==> src/rtl/srp_pkg.sv <==
// ----------------------------------------------------------------------------
// srp_pkg: shared types and constants of the S-record parser
// Line phases, result kinds, character codes and the hex digit decode.
// ----------------------------------------------------------------------------
`default_nettype none

package srp_pkg;

    localparam int ADDR_BITS_DEF = 32;

    // character codes
    localparam logic [7:0] CH_LF = 8'h0A;
    localparam logic [7:0] CH_S  = 8'h53;
    localparam logic [7:0] CH_1  = 8'h31;
    localparam logic [7:0] CH_3  = 8'h33;

    // configuration register select (paddr bit 3)
    localparam logic REG_BASE = 1'b0;
    localparam logic REG_SIZE = 1'b1;

    localparam logic [32:0] WIN_SIZE_RST = 33'h0_0001_0000;

    typedef enum logic [3:0] {
        PH_START,
        PH_TYPE,
        PH_COUNT,
        PH_ADDR,
        PH_DATA,
        PH_TAIL,
        PH_IGNORE
    } t_phase;

    typedef enum logic [1:0] {
        KIND_WRITE   = 2'd0,
        KIND_END     = 2'd1,
        KIND_IGNORED = 2'd2,
        KIND_BAD     = 2'd3
    } t_kind;

    typedef struct packed {
        logic [31:0] base;
        logic [32:0] size;
    } t_window;

    typedef struct packed {
        logic       valid;
        logic [7:0] char_in;
    } t_in_word;

    typedef struct packed {
        t_kind       kind;
        logic [31:0] mem_offset;
        logic [7:0]  data_byte;
        logic [7:0]  data_count;
    } t_result;

    // {ok, value}; ok low for a non-hex character
    function automatic logic [4:0] hex_decode(input logic [7:0] c);
        logic [4:0] r;
        r = 5'd0;
        if (c >= 8'h30 && c <= 8'h39) begin
            r = {1'b1, 4'(c - 8'h30)};
        end else if (c >= 8'h41 && c <= 8'h46) begin
            r = {1'b1, 4'(c - 8'h37)};
        end else if (c >= 8'h61 && c <= 8'h66) begin
            r = {1'b1, 4'(c - 8'h57)};
        end
        return r;
    endfunction

endpackage

`default_nettype wire

==> src/rtl/srp_apb_regs.sv <==
// ----------------------------------------------------------------------------
// srp_apb_regs: configuration registers
// Window base at byte address 0, window size at byte address 8.
// ----------------------------------------------------------------------------
`default_nettype none

module srp_apb_regs (
    input  wire logic            i_clk,
    input  wire logic            i_rst_n,
    input  wire logic            i_psel,
    input  wire logic            i_penable,
    input  wire logic            i_pwrite,
    input  wire logic [3:0]      i_paddr,
    input  wire logic [63:0]     i_pwdata,
    output logic [63:0]          o_prdata,
    output logic                 o_pready,
    output srp_pkg::t_window     o_win
);
    import srp_pkg::*;

    logic [31:0] r_base;
    logic [32:0] r_size;
    logic        wr_en;

    assign o_pready = 1'b1;
    assign wr_en    = i_psel & i_penable & i_pwrite;

    always_ff @(posedge i_clk) begin
        if (!i_rst_n) begin
            r_base <= '0;
            r_size <= WIN_SIZE_RST;
        end else if (wr_en) begin
            if (i_paddr[3] == REG_BASE) begin
                r_base <= i_pwdata[31:0];
            end else begin
                r_size <= i_pwdata[32:0];
            end
        end
    end

    always_comb begin
        if (i_paddr[3] == REG_SIZE) begin
            o_prdata = {31'd0, r_size};
        end else begin
            o_prdata = {32'd0, r_base};
        end
    end

    assign o_win.base = r_base;
    assign o_win.size = r_size;

endmodule

`default_nettype wire

==> src/rtl/srp_in_reg.sv <==
// ----------------------------------------------------------------------------
// srp_in_reg: input word register
// Holds one character until the decoder takes it.
// ----------------------------------------------------------------------------
`default_nettype none

module srp_in_reg (
    input  wire logic         i_clk,
    input  wire logic         i_rst_n,
    input  wire logic         i_valid,
    input  wire logic [7:0]   i_data,
    output logic              o_ready,
    input  wire logic         i_take,
    output srp_pkg::t_in_word o_word
);
    import srp_pkg::*;

    logic       r_valid;
    logic [7:0] r_char;

    assign o_ready = !r_valid || i_take;

    always_ff @(posedge i_clk) begin
        if (!i_rst_n) begin
            r_valid <= 1'b0;
        end else if (i_valid && o_ready) begin
            r_valid <= 1'b1;
        end else if (i_take) begin
            r_valid <= 1'b0;
        end
    end

    always_ff @(posedge i_clk) begin
        if (i_valid && o_ready) begin
            r_char <= i_data;
        end
    end

    assign o_word.valid   = r_valid;
    assign o_word.char_in = r_char;

endmodule

`default_nettype wire

==> src/rtl/srp_decoder.sv <==
// ----------------------------------------------------------------------------
// srp_decoder: per-character record decode
// Line state machine, address/count tracking, window test and result register.
// ----------------------------------------------------------------------------
`default_nettype none

module srp_decoder #(
    parameter int ADDR_BITS = srp_pkg::ADDR_BITS_DEF
) (
    input  wire logic          i_clk,
    input  wire logic          i_rst_n,
    input  srp_pkg::t_in_word  i_word,
    input  srp_pkg::t_window   i_win,
    output logic               o_take,
    output logic               o_res_valid,
    input  wire logic          i_res_ready,
    output srp_pkg::t_result   o_res
);
    import srp_pkg::*;

    t_phase                 r_phase, n_phase;
    logic [1:0]             r_rtype, n_rtype;
    logic [3:0]             r_dcount, n_dcount;
    logic [3:0]             r_hi, n_hi;
    logic [7:0]             r_left, n_left;
    logic [7:0]             r_rbytes, n_rbytes;
    logic [ADDR_BITS-1:0]   r_accum, n_accum;
    logic [ADDR_BITS-1:0]   r_start, n_start;
    logic                   r_skip, n_skip;
    logic                   r_res_valid, n_res_valid;
    t_result                r_res, n_res;

    logic                   adv;
    logic                   go;
    logic [7:0]             c;
    logic [4:0]             hx;
    logic [3:0]             dc_inc;
    logic [3:0]             need_digits;
    logic [7:0]             cnt;
    logic [7:0]             need_bytes;
    logic [32:0]            diff;
    logic                   in_win;

    assign adv    = !r_res_valid || i_res_ready;
    assign go     = i_word.valid && adv;
    assign o_take = go;
    assign c      = i_word.char_in;
    assign hx     = hex_decode(c);

    assign dc_inc      = r_dcount + 4'd1;
    assign need_digits = {1'b0, r_rtype, 1'b0} + 4'd2;
    assign cnt         = {r_hi, hx[3:0]};
    assign need_bytes  = {6'd0, r_rtype} + 8'd2;
    assign diff        = {1'b0, 32'(r_accum)} - {1'b0, i_win.base};
    assign in_win      = !diff[32] && ({1'b0, diff[31:0]} < i_win.size);

    always_ff @(posedge i_clk) begin
        if (!i_rst_n) begin
            r_phase     <= PH_START;
            r_rtype     <= '0;
            r_dcount    <= '0;
            r_hi        <= '0;
            r_left      <= '0;
            r_rbytes    <= '0;
            r_accum     <= '0;
            r_start     <= '0;
            r_skip      <= 1'b0;
            r_res_valid <= 1'b0;
        end else begin
            r_phase     <= n_phase;
            r_rtype     <= n_rtype;
            r_dcount    <= n_dcount;
            r_hi        <= n_hi;
            r_left      <= n_left;
            r_rbytes    <= n_rbytes;
            r_accum     <= n_accum;
            r_start     <= n_start;
            r_skip      <= n_skip;
            r_res_valid <= n_res_valid;
        end
    end

    always_ff @(posedge i_clk) begin
        if (adv) begin
            r_res <= n_res;
        end
    end

    always_comb begin
        n_phase     = r_phase;
        n_rtype     = r_rtype;
        n_dcount    = r_dcount;
        n_hi        = r_hi;
        n_left      = r_left;
        n_rbytes    = r_rbytes;
        n_accum     = r_accum;
        n_start     = r_start;
        n_skip      = r_skip;
        n_res_valid = adv ? 1'b0 : r_res_valid;
        n_res       = '0;

        if (go) begin
            if (c == CH_LF) begin
                n_phase  = PH_START;
                n_dcount = '0;
                if (r_skip) begin
                    n_skip = 1'b0;
                end else begin
                    n_res_valid = 1'b1;
                    case (r_phase)
                        PH_TAIL: begin
                            n_res.kind       = KIND_END;
                            n_res.mem_offset = 32'(r_start);
                            n_res.data_count = r_rbytes;
                        end
                        PH_COUNT, PH_ADDR, PH_DATA: n_res.kind = KIND_BAD;
                        default: n_res.kind = KIND_IGNORED;
                    endcase
                end
            end else if (!r_skip) begin
                case (r_phase)
                    PH_START: begin
                        n_phase = (c == CH_S) ? PH_TYPE : PH_IGNORE;
                    end
                    PH_TYPE: begin
                        if (c inside {[CH_1:CH_3]}) begin
                            n_rtype  = c[1:0];
                            n_dcount = '0;
                            n_phase  = PH_COUNT;
                        end else begin
                            n_phase = PH_IGNORE;
                        end
                    end
                    PH_COUNT, PH_ADDR, PH_DATA: begin
                        if (!hx[4]) begin
                            // bad digit: report and drop the rest of the line
                            n_skip      = 1'b1;
                            n_phase     = PH_IGNORE;
                            n_res_valid = 1'b1;
                            n_res.kind  = KIND_BAD;
                        end else if (r_phase == PH_COUNT) begin
                            if (r_dcount == 4'd0) begin
                                n_hi     = hx[3:0];
                                n_dcount = 4'd1;
                            end else if (cnt < need_bytes) begin
                                n_skip      = 1'b1;
                                n_phase     = PH_IGNORE;
                                n_res_valid = 1'b1;
                                n_res.kind  = KIND_BAD;
                            end else begin
                                n_left   = cnt - need_bytes;
                                n_rbytes = cnt - need_bytes;
                                n_accum  = '0;
                                n_dcount = '0;
                                n_phase  = PH_ADDR;
                            end
                        end else if (r_phase == PH_ADDR) begin
                            n_accum  = {r_accum[ADDR_BITS-5:0], hx[3:0]};
                            n_dcount = dc_inc;
                            if (dc_inc >= need_digits) begin
                                n_start  = n_accum;
                                n_dcount = '0;
                                n_phase  = (r_left != 8'd0) ? PH_DATA : PH_TAIL;
                            end
                        end else begin
                            if (r_dcount == 4'd0) begin
                                n_hi     = hx[3:0];
                                n_dcount = 4'd1;
                            end else begin
                                n_dcount = '0;
                                if (in_win) begin
                                    n_res_valid      = 1'b1;
                                    n_res.kind       = KIND_WRITE;
                                    n_res.mem_offset = diff[31:0];
                                    n_res.data_byte  = cnt;
                                end
                                // address advances for every byte, in window or not
                                n_accum = r_accum + ADDR_BITS'(1);
                                n_left  = r_left - 8'd1;
                                if (r_left == 8'd1) begin
                                    n_phase = PH_TAIL;
                                end
                            end
                        end
                    end
                    default: begin
                    end
                endcase
            end
        end
    end

    assign o_res_valid = r_res_valid;
    assign o_res       = r_res;

endmodule

`default_nettype wire

==> src/rtl/srec_record_parser.sv <==
// ----------------------------------------------------------------------------
// srec_record_parser: S1/S2/S3 record decoder
// Turns a character stream into window-relative memory writes and record
// reports.
//
//   channel  direction  words
//   s_*      in         one text character per word (0x0A ends a line)
//   m_*      out        data write, record end, line ignored or malformed
//   APB      in/out     window base (addr 0), window size (addr 8)
//
// One character per cycle while the result side is not stalled; a character goes
// through the input register and the decoder into the result register.
// The line state updates in the same cycle the decoder takes a word.
// Reset returns the parser to start of line with a 64 KiB window at 0.
// A stalled result holds the decoder; one more word waits in the input register.
// ----------------------------------------------------------------------------
`default_nettype none

module srec_record_parser #(
    parameter int ADDR_BITS = srp_pkg::ADDR_BITS_DEF
) (
    input  wire logic        i_clk,
    input  wire logic        i_rst_n,
    input  wire logic        i_s_tvalid,
    output logic             o_s_tready,
    input  wire logic [7:0]  i_s_tdata,   // [7:0] char_in
    output logic             o_m_tvalid,
    input  wire logic        i_m_tready,
    output logic [47:0]      o_m_tdata,   // [31:0] mem_offset, [39:32] data_byte,
                                          // [47:40] data_count
    output logic [1:0]       o_m_tuser,   // [1:0] kind
    input  wire logic        psel,
    input  wire logic        penable,
    input  wire logic        pwrite,
    input  wire logic [3:0]  paddr,
    input  wire logic [63:0] pwdata,
    output logic [63:0]      prdata,
    output logic             pready
);
    import srp_pkg::*;

    t_window  win;
    t_in_word in_word;
    t_result  res;
    logic     take;

    srp_apb_regs u_regs (
        .i_clk     (i_clk),
        .i_rst_n   (i_rst_n),
        .i_psel    (psel),
        .i_penable (penable),
        .i_pwrite  (pwrite),
        .i_paddr   (paddr),
        .i_pwdata  (pwdata),
        .o_prdata  (prdata),
        .o_pready  (pready),
        .o_win     (win)
    );

    srp_in_reg u_in (
        .i_clk   (i_clk),
        .i_rst_n (i_rst_n),
        .i_valid (i_s_tvalid),
        .i_data  (i_s_tdata),
        .o_ready (o_s_tready),
        .i_take  (take),
        .o_word  (in_word)
    );

    srp_decoder #(
        .ADDR_BITS (ADDR_BITS)
    ) u_dec (
        .i_clk       (i_clk),
        .i_rst_n     (i_rst_n),
        .i_word      (in_word),
        .i_win       (win),
        .o_take      (take),
        .o_res_valid (o_m_tvalid),
        .i_res_ready (i_m_tready),
        .o_res       (res)
    );

    assign o_m_tdata = {res.data_count, res.data_byte, res.mem_offset};
    assign o_m_tuser = res.kind;

endmodule

`default_nettype wire

==> config.mk <==
export PLATFORM = sky130hd
export DESIGN_NAME = srec_record_parser
export DESIGN_NICKNAME = d
export VERILOG_FILES = /design/src/rtl/srp_pkg.sv /design/src/rtl/srp_apb_regs.sv /design/src/rtl/srp_in_reg.sv /design/src/rtl/srp_decoder.sv /design/src/rtl/srec_record_parser.sv
export SDC_FILE = /design/constraint.sdc
export NUM_CORES = 1
export LEC_CHECK = 0
export BUFFER_PORTS_ARGS = -buffer_cell sky130_fd_sc_hd__buf_2
export CAP_MARGIN = 10
export CELL_PAD_IN_SITES_DETAIL_PLACEMENT = 0
export CELL_PAD_IN_SITES_GLOBAL_PLACEMENT = 1
export CORE_MARGIN = 2
export CORE_UTILIZATION = 43
export CTS_CLUSTER_DIAMETER = 50
export CTS_CLUSTER_SIZE = 30
export DETAILED_ROUTE_END_ITERATION = 16
export GPL_ROUTABILITY_DRIVEN = 0
export HOLD_SLACK_MARGIN = 0.12
export PLACE_DENSITY_LB_ADDON = 0.15
export SLEW_MARGIN = 40
export SYNTH_ARGS = -nofsm -noshare
export SYNTH_HDL_FRONTEND = slang
export SYNTH_SLANG_ARGS = --single-unit
==> constraint.sdc <==
create_clock -name i_clk -period 5.9 [get_ports i_clk]
set_input_delay 1.18 -clock i_clk [delete_from_list [all_inputs] [get_ports i_clk]]
set_output_delay 1.18 -clock i_clk [all_outputs]
set_load 0.005 [all_outputs]
# Word level (Yosys, flattened, before mapping)
# Cells that the tools add are included.
# Widths: inputs -> output; s select.
word_totals:
  regBits: 220
classes:
  n_eq_ne: 20
  n_bitwise: 13
  muxes: 79
  n_lt_le_gt_ge: 11
  reduce_logical: 31
  add_sub_neg: 10
ops:
  columns: ["operator", "n"]
  rows:
  - ["$mux 32", 6]
  - ["$mux 42", 4]
  - ["$mux 40", 3]
  - ["$mux 4", 21]
  - ["$mux 34", 2]
  - ["$mux 8", 5]
  - ["$lt 32x33->1", 1]
  - ["$mux 33", 1]
  - ["$sub 32x32->33", 1]
  - ["$add 32x1->32 const B", 1]
  - ["$reduce_and 8->1", 4]
  - ["$mux 1", 24]
  - ["$ge 8x6->1 const B", 2]
  - ["$ge 8x7->1 const B", 2]
  - ["$le 8x6->1 const B", 2]
  - ["$le 8x7->1 const B", 2]
  - ["$mux 5", 3]
  - ["$ne 6x6->1 const B", 2]
  - ["$pmux 4 s3", 1]
  - ["$reduce_and 6->1", 2]
  - ["$not 1->1", 11]
  - ["$ne 5x5->1 const B", 2]
  - ["$mux 3", 3]
  - ["$reduce_or 9->1", 1]
  - ["36 further kinds", 58]

# Longest topological paths before layout
depth:
  word_depth: 14
  ltp_mapped: 21
  ltp_nobuf: 19

# Modules after synthesis
# A second synthesis with hierarchy kept.
unflattened:
  hier_cells: 1521
  hier_area_um2: 13331.5
by_module_without_submodules:
  columns: ["module", "instances", "cells_per_inst", "area_each_um2", "seq_area_each_um2"]
  rows:
  - ["srp_decoder", 1, 1186, 9915.8, 3403.3]
  - ["srp_apb_regs", 1, 321, 3110.5, 1301.2]
  - ["srp_in_reg", 1, 14, 305.3, 260.2]

# Worst setup path after synthesis
# No wires, ideal clock.
synth_path:
  kind: "reg2reg"
  start: "reg u_dec.r_accum[0]"
  end: "reg u_dec.r_res, in the netlist u_dec.o_res[37] (data pin)"
  required_time_ps: 5768
  t_arrival_ps: 4364
  setup_time_ps: 132
  period_less_slack_ps: 4496
  setup_slack_ps: 1404
  n_path_buf: 2
  stages_incl_launch_ff: 22
  path_cell_list: "dfxtp_1 inv_1 ha_1 fa_1 nand2b_1 a21oi_1 o2111ai_1 a31oi_1 a21oi_1 nor4b_1 a311o_1 ha_1 a21o_1 a21o_1 a21o_1 a21oi_1 nor2_1 nor4_1 and4b_1 buf_2 clkbuf_1 a22o_1"
synth_between:
  elab_chain_cells: 11
  word_cells_on_any_way: 12
  classes_between: "add/sub: 1; order compare: 1; mux: 8; reduce/logical: 2"
synth_rtl:
  columns: ["item", "line", "rtl"]
  rows:
  - ["start, declared", "srp_decoder.sv:27", "logic [ADDR_BITS-1:0] r_accum, n_accum;"]
  - ["start signal, assigned", "srp_decoder.sv:76", "r_accum <= n_accum;"]
  - ["$sub 32x32->33 *", "srp_decoder.sv:54", "assign diff = {1'b0, 32'(r_accum)} - {1'b0, i_win.base};"]
  - ["$lt 32x33->1 or $logic_not 1->1 (tied branches)", "srp_decoder.sv:55", "assign in_win = !diff[32] && ({1'b0, diff[31:0]} < i_win.size);"]
  - ["$logic_and 1x1->1", "srp_decoder.sv:55", null]
  - ["$mux 40 *", "srp_decoder.sv:171", "if (in_win) begin"]
  - ["$mux 42 *", "srp_decoder.sv:166", "if (r_dcount == 4'd0) begin"]
  - ["$mux 42 *", "srp_decoder.sv:157", "end else if (r_phase == PH_ADDR) begin"]
  - ["$mux 40 *", "srp_decoder.sv:141", "end else if (r_phase == PH_COUNT) begin"]
  - ["$mux 40 *", "srp_decoder.sv:135", "if (!hx[4]) begin"]
  - ["$mux 42 *", "srp_decoder.sv:121", "case (r_phase)"]
  - ["$mux 42 *", "srp_decoder.sv:120", "end else if (!r_skip) begin"]
  - ["$mux 34 *", "srp_decoder.sv:103", "if (c == CH_LF) begin"]
  - ["end signal, assigned", "srp_decoder.sv:85", "r_res <= n_res;"]
  - ["end, declared", "srp_decoder.sv:31", "t_result r_res, n_res;"]
# Mark *: on every way between the ends. The rest lies on a longest branch, timed or not.
# A chain may end at the register's enable or synchronous reset.

# Worst setup path after layout
layout_path:
  start: "reg u_dec.r_accum[0]"
  end: "reg u_dec.r_res, in the netlist u_dec.o_res[26] (data pin)"
# The elaborated chain is that of the path after synthesis.

==> flow_summary.toml <==
[run_status]
status = "finished clean"

[finish]
finish.utilization_pct = 50.2
antenna_cells = 0
final_nets = 1881
area_growth_pct = 14.9
fillCellCount = 2964
drive_above_1_share_pct = 13.6

[logic_synthesis]
async_flop_share_pct = 0
synth_edf_count = 58
synth_ff_type = "dfxtp_1"
syn_area_per_cell_um2 = 8.01
synth_cell_types = 81
ys_top_cells_by_area = "dfxtp_1 25%, edfxtp_1 13%, nand2_1 8.1%"
synthesis.area_um2 = 13000
yosysWarnings = 0
synth_cells = 1621
synth-seq-cells = 219
seq_area_frac_synth_pct = 38.3
synth_top_area_cell = "dfxtp_1"
synth.top_cell.area_share_pct = 24.8

[clock_network]
post_cts_buffers = 0
htreeDepth = 1
cts_hold_buffers = 0
root_buffer = "clkbuf_16"
path_clk_slew_ps = 60
cts_made_buffers = 30
cts_sinks = 219
cts_tree = "done"
cts_resized = 0
clkLatencyLatePin_ps = 550
clockBufferDepth = 3

[hold_path]
worstHoldPathType = "register to register"

[floorplanning]
io-pin-count = 200
fp.dieH_um = 178
dieWidth_um = 178
die_area_um2 = 31600
row_count = 63
core_area_um2 = 29700
start_util_pct = 43.7

[routing]
vias = 11700
drt-total-wl_um = 36600
post_drt_via_cell_ratio = 5.47
drc_errors = 0
wire_per_inst_um = 17.2
drt_first_iter_violations = 757
first_pass_iters = 5
postRouteAntennaNets = 0

[global_route]
grt_overflow = 0
grt_pass1_vias = 10800
grt_pass1_wl_um = 58000
antenna_found_initial = 1
grt_use_total_pct = 22.9
grt_start_max_net_pins = 68

[sta]
finalSetupViolations = 0
rsz0062_at_grt = "false"
max_clock_freq_mhz = 185
drv_slew = 0
relSlewSlack_pct = 44.4
fin_crit_ps = 5410
worst_pin_slew_ps = 813
timing.final.crit_share_pct = 91.6
hold_violations = 0
setup-tns-final_ps = 0
finClkSkew_ps = 14.0

[power_and_ir_drop]
p_sw_share_pct = 26.0
ir_worst_vdd_mv = 0.196
combPwrFrac_pct = 11.6
seqPwrFrac_pct = 40.5
clockPowerShare_pct = 47.9
p_leak_uw = 0.00602
power_density_nw_per_um2 = 261
power_switching_uw = 1010
intPower_uw = 2880

[worst_setup_path]
endpoint_kind = "register"
critPathMaxFanout = 22
crit_type = "register to register"
worst_setup_path_start_kind = "register"
crit_required_ps = 6310
worstPathArrival_ps = 5810

[placed_design]
io_buffers = 133
post-dp-hpwl_um = 26000

[flow_run]
drv_cap = 0
==> layer usage <==
layer	track usage (%)	vias up	part of all wire (%)
li1	-	5854	-
met1	31.4	5475	47
met2	38.3	272	47
met3	2.74	60	3.8
met4	5.57	0	2.2
met5	0	-	0
==> final timing paths <==
check                                                      end                      startpoint  depth (start not counted)  slack [ps]
worst min-delay path            u_regs.r_base[21]$_SDFFE_PN0P_  u_regs.r_base[21]$_SDFFE_PN0P_                          2         450
worst min register to register  u_regs.r_base[21]$_SDFFE_PN0P_  u_regs.r_base[21]$_SDFFE_PN0P_                          2         450
worst max-delay path             u_dec.o_res[26]$_SDFFCE_PN0P_   u_dec.r_accum[0]$_SDFFE_PN0P_                         20         490
worst max register to register   u_dec.o_res[26]$_SDFFCE_PN0P_   u_dec.r_accum[0]$_SDFFE_PN0P_                         20         490
==> power groups by stage <==
stage                     registers [µW]  logic (µW)  clock network [µW]
after floorplan                     1600         330                   0
after global placement              1610         446                   0
after detailed placement            1610         451                   0
after CTS                           1580         454                1910
after global routing                1580         514                1980
final                               1580         454                1860
==> layout make-up <==
cell class	count	area (µm²)	share of cell area, %
multi-input cells	1207	7180	48.2
clock inverters	18	203	1.36
clock buffers	38	843	5.65
repair buffers	158	856	5.74
well taps	390	488	3.27
inverters	100	378	2.53
flip-flops and latches	219	4970	33.3
==> cells in the final DEF, fill, tap and decap left out, drive strengths merged, types with 33 or more instances in the layout <==
cell / instances
buf: 158
edfxtp: 58
nand2: 281
dfxtp: 161
inv: 105
nor3: 33
o21ai: 84
ha: 80
a21oi: 188
nor2: 129
clkbuf: 38
==> cell usage after synthesis (10+ instances only) <==
cell type,count
o21ai_0,83
or3_1,12
a211oi_1,16
xnor2_1,23
a22o_1,28
a21o_1,21
dfxtp_1,161
buf_4,32
a31oi_1,12
nand2b_1,17
and2_1,23
a21oi_1,188
inv_1,100
nor4_1,11
clkbuf_1,83
ha_1,80
nand3_1,30
nor2_1,129
nand2_1,281
xor2_1,12
nand4_1,10
edfxtp_1,58
nor3_1,32
==> metrics by stage <==
step / power (µW) / cells / instance area, µm² / worst slack (ps) / hold WS (ps)
finish: 3890 / 2130 / 14900 / 494 / 455
global placement: 2050 / 2074 / 13900 / 653 / 442
CTS: 3940 / 2130 / 14900 / 595 / 455
detailed placement: 2060 / 2074 / 13900 / 627 / 447
floorplan: 1930 / 1651 / 13100 / 1400 / 436
global route: 4070 / 2130 / 14900 / 169 / 468
==> worst max-delay path, cell delays in order, from the launching register on <==
cell and delay (ps):
dfxtp_1 450, inv_1 100, ha_1 240, fa_1 410
nand2b_1 190, a21oi_1 250, o2111ai_1 350, a31oi_1 420
a21oi_1 200, nor4b_1 260, a311o_1 220, ha_1 270
a21o_1 190, a21o_1 170, a21o_1 180, a21oi_1 140
nor2_1 80, nor4_1 340, and4b_1 280, buf_4 290
a22o_1 210
==> state kept, by name, indices dropped and copies added (netlist names), 2 cells and up <==
register,flops
u_dec.r_left,8
u_regs.r_base,32
u_dec.r_accum,32
u_dec.r_dcount,4
u_dec.r_hi,4
u_dec.o_res,50
u_in.r_char,8
u_dec.r_rtype,2
u_dec.r_phase,3
u_dec.r_start,32
u_regs.r_size,33
u_dec.r_rbytes,8
==> cell families after synthesis <==
family,share of synthesized area (%)
simple gates,20.6
compound gates,22.4
buf+inv,7.52
flops,38.3
fa+ha+maj,8.02
xor+xnor,2.36
mux,0.781
other cells,0.0579
(Power assumes the default switching activity.)
